$ cat src/rtl/adaptive_torus_route_select_defines.svh
// ---------------------------------------------------------------------------
// Adaptive torus route select: assertion macros
// Concurrent check wrappers, compiled out for synthesis.
// ---------------------------------------------------------------------------
`ifndef ADAPTIVE_TORUS_ROUTE_SELECT_DEFINES_SVH
`define ADAPTIVE_TORUS_ROUTE_SELECT_DEFINES_SVH

`ifndef SYNTHESIS
`define ATRS_ASSERT(lbl, clk, rst, prop, msg) \
   lbl: assert property (@(posedge clk) disable iff (rst) (prop)) else $error(msg);
`define ATRS_NEVER(lbl, clk, rst, expr, msg) \
   lbl: assert property (@(posedge clk) disable iff (rst) !(expr)) else $error(msg);
`else
`define ATRS_ASSERT(lbl, clk, rst, prop, msg)
`define ATRS_NEVER(lbl, clk, rst, expr, msg)
`endif

`endif

$ cat src/rtl/atrs_pkg.sv
// ---------------------------------------------------------------------------
// Adaptive torus route select: package
// Widths, register indexes and pipeline stage types.
// ---------------------------------------------------------------------------
package atrs_pkg;

   localparam int MAX_DIMS   = 3;
   localparam int DIMS_DEF   = 3;
   localparam int RADIX_DEF  = 16;
   localparam int COORD_W    = 4;
   localparam int LOAD_W     = 8;
   localparam int DIM_W      = 2;
   localparam int CSR_IDX_W  = 2;

   localparam logic [CSR_IDX_W-1:0] REG_OWN_COORD_0 = 2'd0;
   localparam logic [CSR_IDX_W-1:0] REG_OWN_COORD_1 = 2'd1;
   localparam logic [CSR_IDX_W-1:0] REG_OWN_COORD_2 = 2'd2;

   typedef struct packed {
      logic [MAX_DIMS-1:0][COORD_W-1:0] mag;
      logic [MAX_DIMS-1:0]              neg;
      logic [MAX_DIMS-1:0]              rdy;
   } s1_type;

   typedef struct packed {
      logic [MAX_DIMS-1:0][MAX_DIMS-1:0] prec;
      logic [MAX_DIMS-1:0]               neg;
      logic [MAX_DIMS-1:0]               rdy;
   } s2_type;

endpackage

$ cat src/rtl/adaptive_torus_route_select.sv
// ---------------------------------------------------------------------------
// Adaptive torus route select
// Minimal adaptive route choice with misrouting on zero offset, three stages.
// ---------------------------------------------------------------------------
// Channel  Handshake               Payload
// req      start / busy            dest coords, ready masks, channel loads
// rsp      rsp_valid strobe        route_found, out_dimension, out_negative
// csr      csr_valid / csr_ready   csr_index, csr_wdata (own coordinates)
//
// One transaction per clock; the result is registered through the
// offset/direction, ordering compare and priority select stages.
// busy stays low; the response side cannot stall, so nothing is held back.
// Reset clears the stage valid bits and the own-coordinate registers.
// ---------------------------------------------------------------------------
`include "adaptive_torus_route_select_defines.svh"

module adaptive_torus_route_select
   import atrs_pkg::*;
#(
   parameter int DIMS  = DIMS_DEF,
   parameter int RADIX = RADIX_DEF
) (
   input  logic                 clock,
   input  logic                 reset,
   input  logic                 start,
   output logic                 busy,
   input  logic [COORD_W-1:0]   req_dest_coord_0,
   input  logic [COORD_W-1:0]   req_dest_coord_1,
   input  logic [COORD_W-1:0]   req_dest_coord_2,
   input  logic [MAX_DIMS-1:0]  req_pos_ready,
   input  logic [MAX_DIMS-1:0]  req_neg_ready,
   input  logic [LOAD_W-1:0]    req_pos_load_0,
   input  logic [LOAD_W-1:0]    req_pos_load_1,
   input  logic [LOAD_W-1:0]    req_pos_load_2,
   input  logic [LOAD_W-1:0]    req_neg_load_0,
   input  logic [LOAD_W-1:0]    req_neg_load_1,
   input  logic [LOAD_W-1:0]    req_neg_load_2,
   output logic                 rsp_valid,
   output logic                 rsp_route_found,
   output logic [DIM_W-1:0]     rsp_out_dimension,
   output logic                 rsp_out_negative,
   input  logic                 csr_valid,
   output logic                 csr_ready,
   input  logic [CSR_IDX_W-1:0] csr_index,
   input  logic [COORD_W-1:0]   csr_wdata
);

   localparam logic [COORD_W-1:0] CMAX =
      (RADIX >= (1 << COORD_W)) ? {COORD_W{1'b1}} : COORD_W'(RADIX - 1);

   logic [COORD_W-1:0] own_ff [MAX_DIMS];
   logic [COORD_W-1:0] own_in [MAX_DIMS];
   logic [COORD_W-1:0] dest   [MAX_DIMS];
   logic [LOAD_W-1:0]  pload  [MAX_DIMS];
   logic [LOAD_W-1:0]  nload  [MAX_DIMS];

   logic    s1_valid_ff, s1_valid_in;
   logic    s2_valid_ff, s2_valid_in;
   logic    rsp_valid_ff, rsp_valid_in;
   s1_type  s1_ff, s1_in;
   s2_type  s2_ff, s2_in;
   logic                 found_ff, found_in;
   logic [DIM_W-1:0]     dim_ff, dim_in;
   logic                 neg_ff, neg_in;
   logic [MAX_DIMS-1:0]  win;
   logic                 accept;

   assign busy      = 1'b0;
   assign csr_ready = 1'b1;
   assign accept    = start && !busy;

   assign dest[0]  = req_dest_coord_0;
   assign dest[1]  = req_dest_coord_1;
   assign dest[2]  = req_dest_coord_2;
   assign pload[0] = req_pos_load_0;
   assign pload[1] = req_pos_load_1;
   assign pload[2] = req_pos_load_2;
   assign nload[0] = req_neg_load_0;
   assign nload[1] = req_neg_load_1;
   assign nload[2] = req_neg_load_2;

   // own coordinates
   always_comb begin
      for (int d = 0; d < MAX_DIMS; d++) begin
         own_in[d] = own_ff[d];
      end
      if (csr_valid && csr_ready) begin
         case (csr_index)
            REG_OWN_COORD_0: own_in[0] = csr_wdata;
            REG_OWN_COORD_1: own_in[1] = csr_wdata;
            REG_OWN_COORD_2: own_in[2] = csr_wdata;
            default: ;
         endcase
      end
   end

   // stage 1: offset, magnitude, direction, ready of chosen direction
   always_comb begin
      logic [COORD_W-1:0] ds, os;
      logic signed [COORD_W:0] diff;
      s1_in = '0;
      for (int d = 0; d < MAX_DIMS; d++) begin
         ds   = (dest[d] > CMAX) ? CMAX : dest[d];
         os   = (own_ff[d] > CMAX) ? CMAX : own_ff[d];
         diff = $signed({1'b0, ds}) - $signed({1'b0, os});
         s1_in.mag[d] = diff[COORD_W] ? COORD_W'(-diff) : diff[COORD_W-1:0];
         if (diff[COORD_W]) begin
            s1_in.neg[d] = 1'b1;
         end else if (diff == '0) begin
            s1_in.neg[d] = pload[d] > nload[d];
         end else begin
            s1_in.neg[d] = 1'b0;
         end
         if (d < DIMS) begin
            s1_in.rdy[d] = s1_in.neg[d] ? req_neg_ready[d] : req_pos_ready[d];
         end
      end
   end

   // stage 2: visiting order as pairwise precedence
   always_comb begin
      s2_in     = '0;
      s2_in.neg = s1_ff.neg;
      s2_in.rdy = s1_ff.rdy;
      for (int d = 0; d < MAX_DIMS; d++) begin
         for (int e = 0; e < MAX_DIMS; e++) begin
            s2_in.prec[d][e] = (s1_ff.mag[d] > s1_ff.mag[e]) ||
                               ((s1_ff.mag[d] == s1_ff.mag[e]) && (d < e));
         end
      end
   end

   // stage 3: first ready channel in visiting order
   always_comb begin
      found_in = 1'b0;
      dim_in   = '0;
      neg_in   = 1'b0;
      for (int d = 0; d < MAX_DIMS; d++) begin
         win[d] = s2_ff.rdy[d];
         for (int e = 0; e < MAX_DIMS; e++) begin
            if (e != d && s2_ff.rdy[e] && !s2_ff.prec[d][e]) begin
               win[d] = 1'b0;
            end
         end
         if (win[d]) begin
            found_in = 1'b1;
            dim_in   = DIM_W'(d);
            neg_in   = s2_ff.neg[d];
         end
      end
   end

   assign s1_valid_in  = accept;
   assign s2_valid_in  = s1_valid_ff;
   assign rsp_valid_in = s2_valid_ff;

   always_ff @(posedge clock) begin
      if (reset) begin
         s1_valid_ff  <= 1'b0;
         s2_valid_ff  <= 1'b0;
         rsp_valid_ff <= 1'b0;
         for (int d = 0; d < MAX_DIMS; d++) begin
            own_ff[d] <= '0;
         end
      end else begin
         s1_valid_ff  <= s1_valid_in;
         s2_valid_ff  <= s2_valid_in;
         rsp_valid_ff <= rsp_valid_in;
         for (int d = 0; d < MAX_DIMS; d++) begin
            own_ff[d] <= own_in[d];
         end
      end
   end

   always_ff @(posedge clock) begin
      s1_ff    <= s1_in;
      s2_ff    <= s2_in;
      found_ff <= found_in;
      dim_ff   <= dim_in;
      neg_ff   <= neg_in;
   end

   assign rsp_valid         = rsp_valid_ff;
   assign rsp_route_found   = found_ff;
   assign rsp_out_dimension = dim_ff;
   assign rsp_out_negative  = neg_ff;

   `ATRS_ASSERT(a_latency, clock, reset, accept |-> ##3 rsp_valid, "result missing after three cycles")
   `ATRS_ASSERT(a_stage_flow, clock, reset, s2_valid_ff |=> rsp_valid, "stage 2 transaction lost")
   `ATRS_ASSERT(a_one_winner, clock, reset, $onehot0(win), "more than one channel selected")
   `ATRS_ASSERT(a_no_route_zero, clock, reset, (rsp_valid && !rsp_route_found) |-> (rsp_out_dimension == '0 && !rsp_out_negative), "no-route result not cleared")
   `ATRS_NEVER(a_dim_range, clock, reset, rsp_valid && rsp_route_found && (rsp_out_dimension >= DIMS), "dimension out of range")

endmodule

$ cat config.mk
export PLATFORM = sky130hd
export DESIGN_NAME = adaptive_torus_route_select
export DESIGN_NICKNAME = d
export VERILOG_FILES = /design/src/rtl/atrs_pkg.sv /design/src/rtl/adaptive_torus_route_select.sv
export VERILOG_INCLUDE_DIRS = /design/src /design/src/rtl
export SDC_FILE = /design/constraint.sdc
export NUM_CORES = 1
export LEC_CHECK = 0
export ABC_AREA = 1
export BUFFER_PORTS_ARGS = -buffer_cell sky130_fd_sc_hd__buf_2
export CORE_UTILIZATION = 45
export DETAILED_ROUTE_END_ITERATION = 16
export PLACE_DENSITY = 0.8
export SLEW_MARGIN = 25
export SYNTH_ARGS = -nofsm -noshare
export SYNTH_HDL_FRONTEND = slang
export SYNTH_SLANG_ARGS = --single-unit
$ cat constraint.sdc
create_clock -name clock -period 1.9 [get_ports clock]
set_input_delay 0.38 -clock clock [delete_from_list [all_inputs] [get_ports clock]]
set_output_delay 0.38 -clock clock [all_outputs]
set_load 0.005 [all_outputs]
# Word-level counts from Yosys, hierarchy flattened
# Memory sizes are Yosys's and may differ from the RTL's.
# Index checks and enable logic that the tools add are counted.
# word_totals
mem_count,1
ramBits,12
output_inout_bits,7
reg_bits,39
elab_cells,107
inputBits,76
# mem_list
name,words,width,rd,rd_clocked_by_memory_dff,write_ports,line,text
own_ff,3,4,3,0,3,adaptive_torus_route_select.sv:51,logic [COORD_W-1:0] own_ff [MAX_DIMS];
# classes
addsub,6
bitwise,3
reduce_logical,20
muxes,39
order_cmp,17
eq_ne,5
# ops
op,n
4-bit two-way mux,15
4-bit > comparator,8
"4-bit > comparator, second input constant",6
8-bit > comparator,3
1-bit two-way mux,23
5-bit zero test,3
4-bit by 4-bit subtractor with 5-bit output,3
4-bit == test,3
12-bit two-way mux,1
4-bit negator,3
1-bit logical AND,6
1-bit zero test,6
1-bit logical OR,3
1-bit bitwise OR,3
"2-bit by 1-bit == test with 1-bit output, second input constant",1
"2-bit == test, second input constant",1
2-bit zero test,1
2-bit OR reduction,1

# Longest topological paths before layout
# An unclocked memory read counts as a cell.
# depth
word_depth,8
mapped_depth,13
depth_no_buf,13

# Worst setup path after synthesis
# No wires, ideal clock.
# synth_path
path_type,input to register
start,input req_dest_coord_0[0]
end,register s1_ff[0] (netlist name)
slack_ps,148
required_ps,1788
path_buffers,0
t_arrival_ps,1639
stages,9
cell_sequence,inv_1 -> ha_1 -> fa_1 -> ha_1 -> nand3_2 -> nor2_2 -> nand2_1 -> nand3_1 -> nand2_1
# synth_lines
item,line,text
"start, declared",adaptive_torus_route_select.sv:27,"input logic [COORD_W-1:0] req_dest_coord_0,"
"end signal, assigned",adaptive_torus_route_select.sv:176,s1_ff <= s1_in;
"end, declared",adaptive_torus_route_select.sv:60,"s1_type s1_ff, s1_in;"

==> impl_metrics.py <==
metrics = {
    "status": {
        "result_of_the_run": "finished, violations left",
        "violations_in_the_final_reports": "DRC",
    },
    "critical_path": {
        "worstPathCellList": "ha_1, fa_1, ha_1, nand3_1, nor2_2, nand2_2, nand3_1, nand2_1",
        "path_class": "reg2reg",
        "critPathTopFamily": "adder cells",
        "crit_path_top_delay_cell": "fa_1",
        "critical-path-max-stage-delay_ns": 0.51,
        "timing.critical_path.fanout_max": 2,
        "worst_r2r_startpoint": "own_ff[0][8]",
        "setup.reg_to_reg.worst_slack_ns": 0.16,
        "worstSetupStartpointType": "flip-flop",
        "cp-end-kind": "flip-flop",
        "timing.critical_path.arrival_ns": 1.94,
        "worstRegToRegCells": 8,
        "worstPathRequired_ns": 2.10,
        "regToRegEndpoint": "s1_ff[2]",
        "count_of_buffering_cells_on_the_critical_path_with_inverters_included": 0,
    },
    "min_path": {
        "min_from": "req_neg_ready[2]",
        "holdPathStages": 3,
        "whs_endpoint": "s1_ff[2]",
        "holdCritPathClass": "in2reg",
    },
    "route": {
        "vias_per_cell": 4.60,
        "postRouteAntennaNets": 0,
        "firstDrtPassIters": 10,
        "vias": 2597,
        "drt-total-wl_um": 5660,
        "post-route-drc-count": 8,
        "drt_iter0_markers": 72,
        "route.detailed.wl_per_inst_um": 10.0,
    },
    "finish": {
        "instances_no_fill": 565,
        "diodes": 0,
        "final_layout_size_suffix_gt1_share_pct": 24.0,
        "fillers": 587,
        "final_net_count": 617,
        "layout_overhead_on_the_synthesized_area_pct": 21.5,
    },
    "sta": {
        "worst_hold_slack_ns": 0.266,
        "setup-violations-final": 0,
        "post-route-worst-setup-slack_ns": 0.163,
        "min_period_ns": 1.74,
        "skew_ns": 0.00629,
        "finalMaxSlewViolations": 0,
        "achievable-frequency_mhz": 576,
        "layout_worst_path_cycle_share_pct": 91.4,
        "grt_setup_unrepaired": "false",
        "tns_ns": 0,
        "hold_viol": 0,
    },
    "clock_network": {
        "cts.reportedPaths.clkPinSlew_ns": 0.09,
        "cts.path.max_buffers": 2,
        "clk-insertion-delay-late_ns": 0.30,
        "numCtsBuffers": 5,
        "cts_htree_levels": 2,
        "root_buffer": "clkbuf_8",
        "cts_tree": "yes",
        "post-cts-setup-buffers": 0,
        "postCtsHoldBufs": 0,
        "numClockSinks": 49,
        "postCtsResizedCells": 0,
    },
    "die": {
        "initial_utilization_pct": 47.0,
        "core-area_um2": 6420,
        "io_pins": 83,
        "die_w_um": 83.9,
        "fp_rows": 29,
        "die_area_um2": 7040,
        "dieHeight_um": 83.9,
    },
    "yosys": {
        "synthDominantAreaCellType": "dfxtp_1",
        "synth_enable_flop_cells": 0,
        "synth.distinct_cells": 28,
        "ys.flop_type": "dfxtp_1",
        "synth.cells.most_frequent": "94 x inv_1, 67 x nand2_1, 51 x ha_1",
        "post_synth_instance_area_um2": 3020,
        "ys.warnings.count": 0,
        "synth-async-reset-ratio_pct": 0,
        "syn_inst": 396,
        "post-synth-top-count-cell": "inv_1",
        "synth.area.top_cells": "dfxtp_1 32%, ha_1 21%, inv_1 12%",
        "area_share_of_the_leading_cell_type_in_the_synthesized_netlist_pct": 32.5,
        "synthesis.area_per_instance_um2": 7.62,
        "synth_seq_area_share_pct": 32.5,
        "syn-num-nets": 526,
        "synth_seq_cells": 49,
    },
    "grt": {
        "first_global_vias": 2534,
        "grt_first_pass_wirelength_um": 9730,
        "grt_max_degree": 16,
        "globalRouteTotalUtil_pct": 16.9,
        "grt_antenna_before_repair": 0,
        "grt_overflow": 0,
    },
    "placed_design": {
        "io_buffer_count": 80,
        "post-place-ws_ns": -0.0201,
        "place.detailed.hpwl_um": 4930,
        "finalWeightedCongestion": 0.804,
        "count_of_placed_standard_cells_including_taps": 557,
    },
    "run": {
        "maxCapViolCount": 0,
    },
    "power": {
        "power_per_cell_area_nw_per_um2": 804,
        "power_leakage_nw": 2.08,
        "vdd.ir_drop.worst_mv": 0.497,
        "total_power_mw": 2.95,
    },
}
power breakdown:
group          switching, mW  internal [mW]  total [mW]
sequential            0.0690           1.23        1.30
clock                  0.333          0.428       0.760
combinational          0.484          0.403       0.887
total                  0.886           2.06        2.95
area by class of cell:
class | instances | area (µm²) | share of cell area, %
Tap cell | 77 | 96.3 | 2.63
Clock inverter | 2 | 37.5 | 1.02
Clock buffer | 6 | 82.6 | 2.25
Multi-Input combinational cell | 245 | 1650 | 44.9
Timing Repair Buffer | 87 | 453 | 12.3
Sequential cell | 49 | 981 | 26.7
Inverter | 99 | 372 | 10.1
per-stage QoR:
stage               cell area, µm²  util [%]
global placement              3550      55.3
finish                        3670      57.1
detailed placement            3550      55.3
CTS                           3670      57.1
floorplan                     3020         -
global route                  3670      57.1
kinds of logic after synthesis:
kind of cell               count (synthesis)  synth area share (%)
AOI/OAI and AO/OA                         50                  10.4
adders and majority gates                 54                  23.1
buffers and inverters                    102                  12.9
xor gates and xnor gates                   6                  1.74
DFF                                       49                  32.5
and+or+nand+nor                          133                  19.1
other                                      2                 0.249
registers in the layout (all words and copies together), names as in the netlist:
register           count
s1_ff                 18
own_ff                12
s2_ff                 12
rsp_out_dimension      2
rsp_out_negative       1
rsp_route_found        1
rsp_valid              1
rsp_valid_in           1
s1_valid_ff            1
how the worst max path moves through the flow:
stage,from,end,slack [ns],depth (start not counted)
after floorplan,req_dest_coord_0[0],s1_ff[0],0.15,9
after global placement,req_dest_coord_0[0],s1_ff[0],0.03,10
after detailed placement,req_dest_coord_2[0],s1_ff[2],-0.02,10
after CTS,own_ff[0][8],s1_ff[2],0.15,8
after global routing,own_ff[0][8],s1_ff[2],0.04,9
final,own_ff[0][8],s1_ff[2],0.16,8
per-layer routing:
| layer | track usage [%] | vias to the layer above | part of all wire, % |
|---|---|---|---|
| li1 | - | 1407 | - |
| met1 | 18.3 | 1141 | 43 |
| met2 | 32.8 | 40 | 53 |
| met3 | 3.36 | 9 | 3.0 |
| met4 | 4.86 | 0 | 1.4 |
| met5 | 0 | - | 0 |
worst reg2reg max path, stage by stage, from the launching register on:
cell     delay (ns)
dfxtp_1        0.33
ha_1           0.20
fa_1           0.51
ha_1           0.19
nand3_1        0.10
nor2_2         0.14
nand2_2        0.07
nand3_1        0.06
nand2_1        0.05
cell usage in the layout (no fill, tap or decap), drive strengths merged:
| master | instances |
|---|---|
| o21a | 3 |
| nand3b | 1 |
| nor3 | 2 |
| fa | 3 |
| inv | 96 |
| nand4 | 1 |
| buf | 87 |
| a32oi | 3 |
| o21bai | 3 |
| nand3 | 14 |
| a211oi | 9 |
| conb | 2 |
| a21oi | 26 |
| nor2 | 37 |
| clkinv | 3 |
| o21ai | 5 |
| ha | 51 |
| nand2 | 78 |
| xor2 | 3 |
| xnor2 | 3 |
| o221ai | 1 |
| clkinvlp | 1 |
| clkbuf | 6 |
| bufinv | 1 |
| dfxtp | 49 |
(Power assumes the default switching activity.)
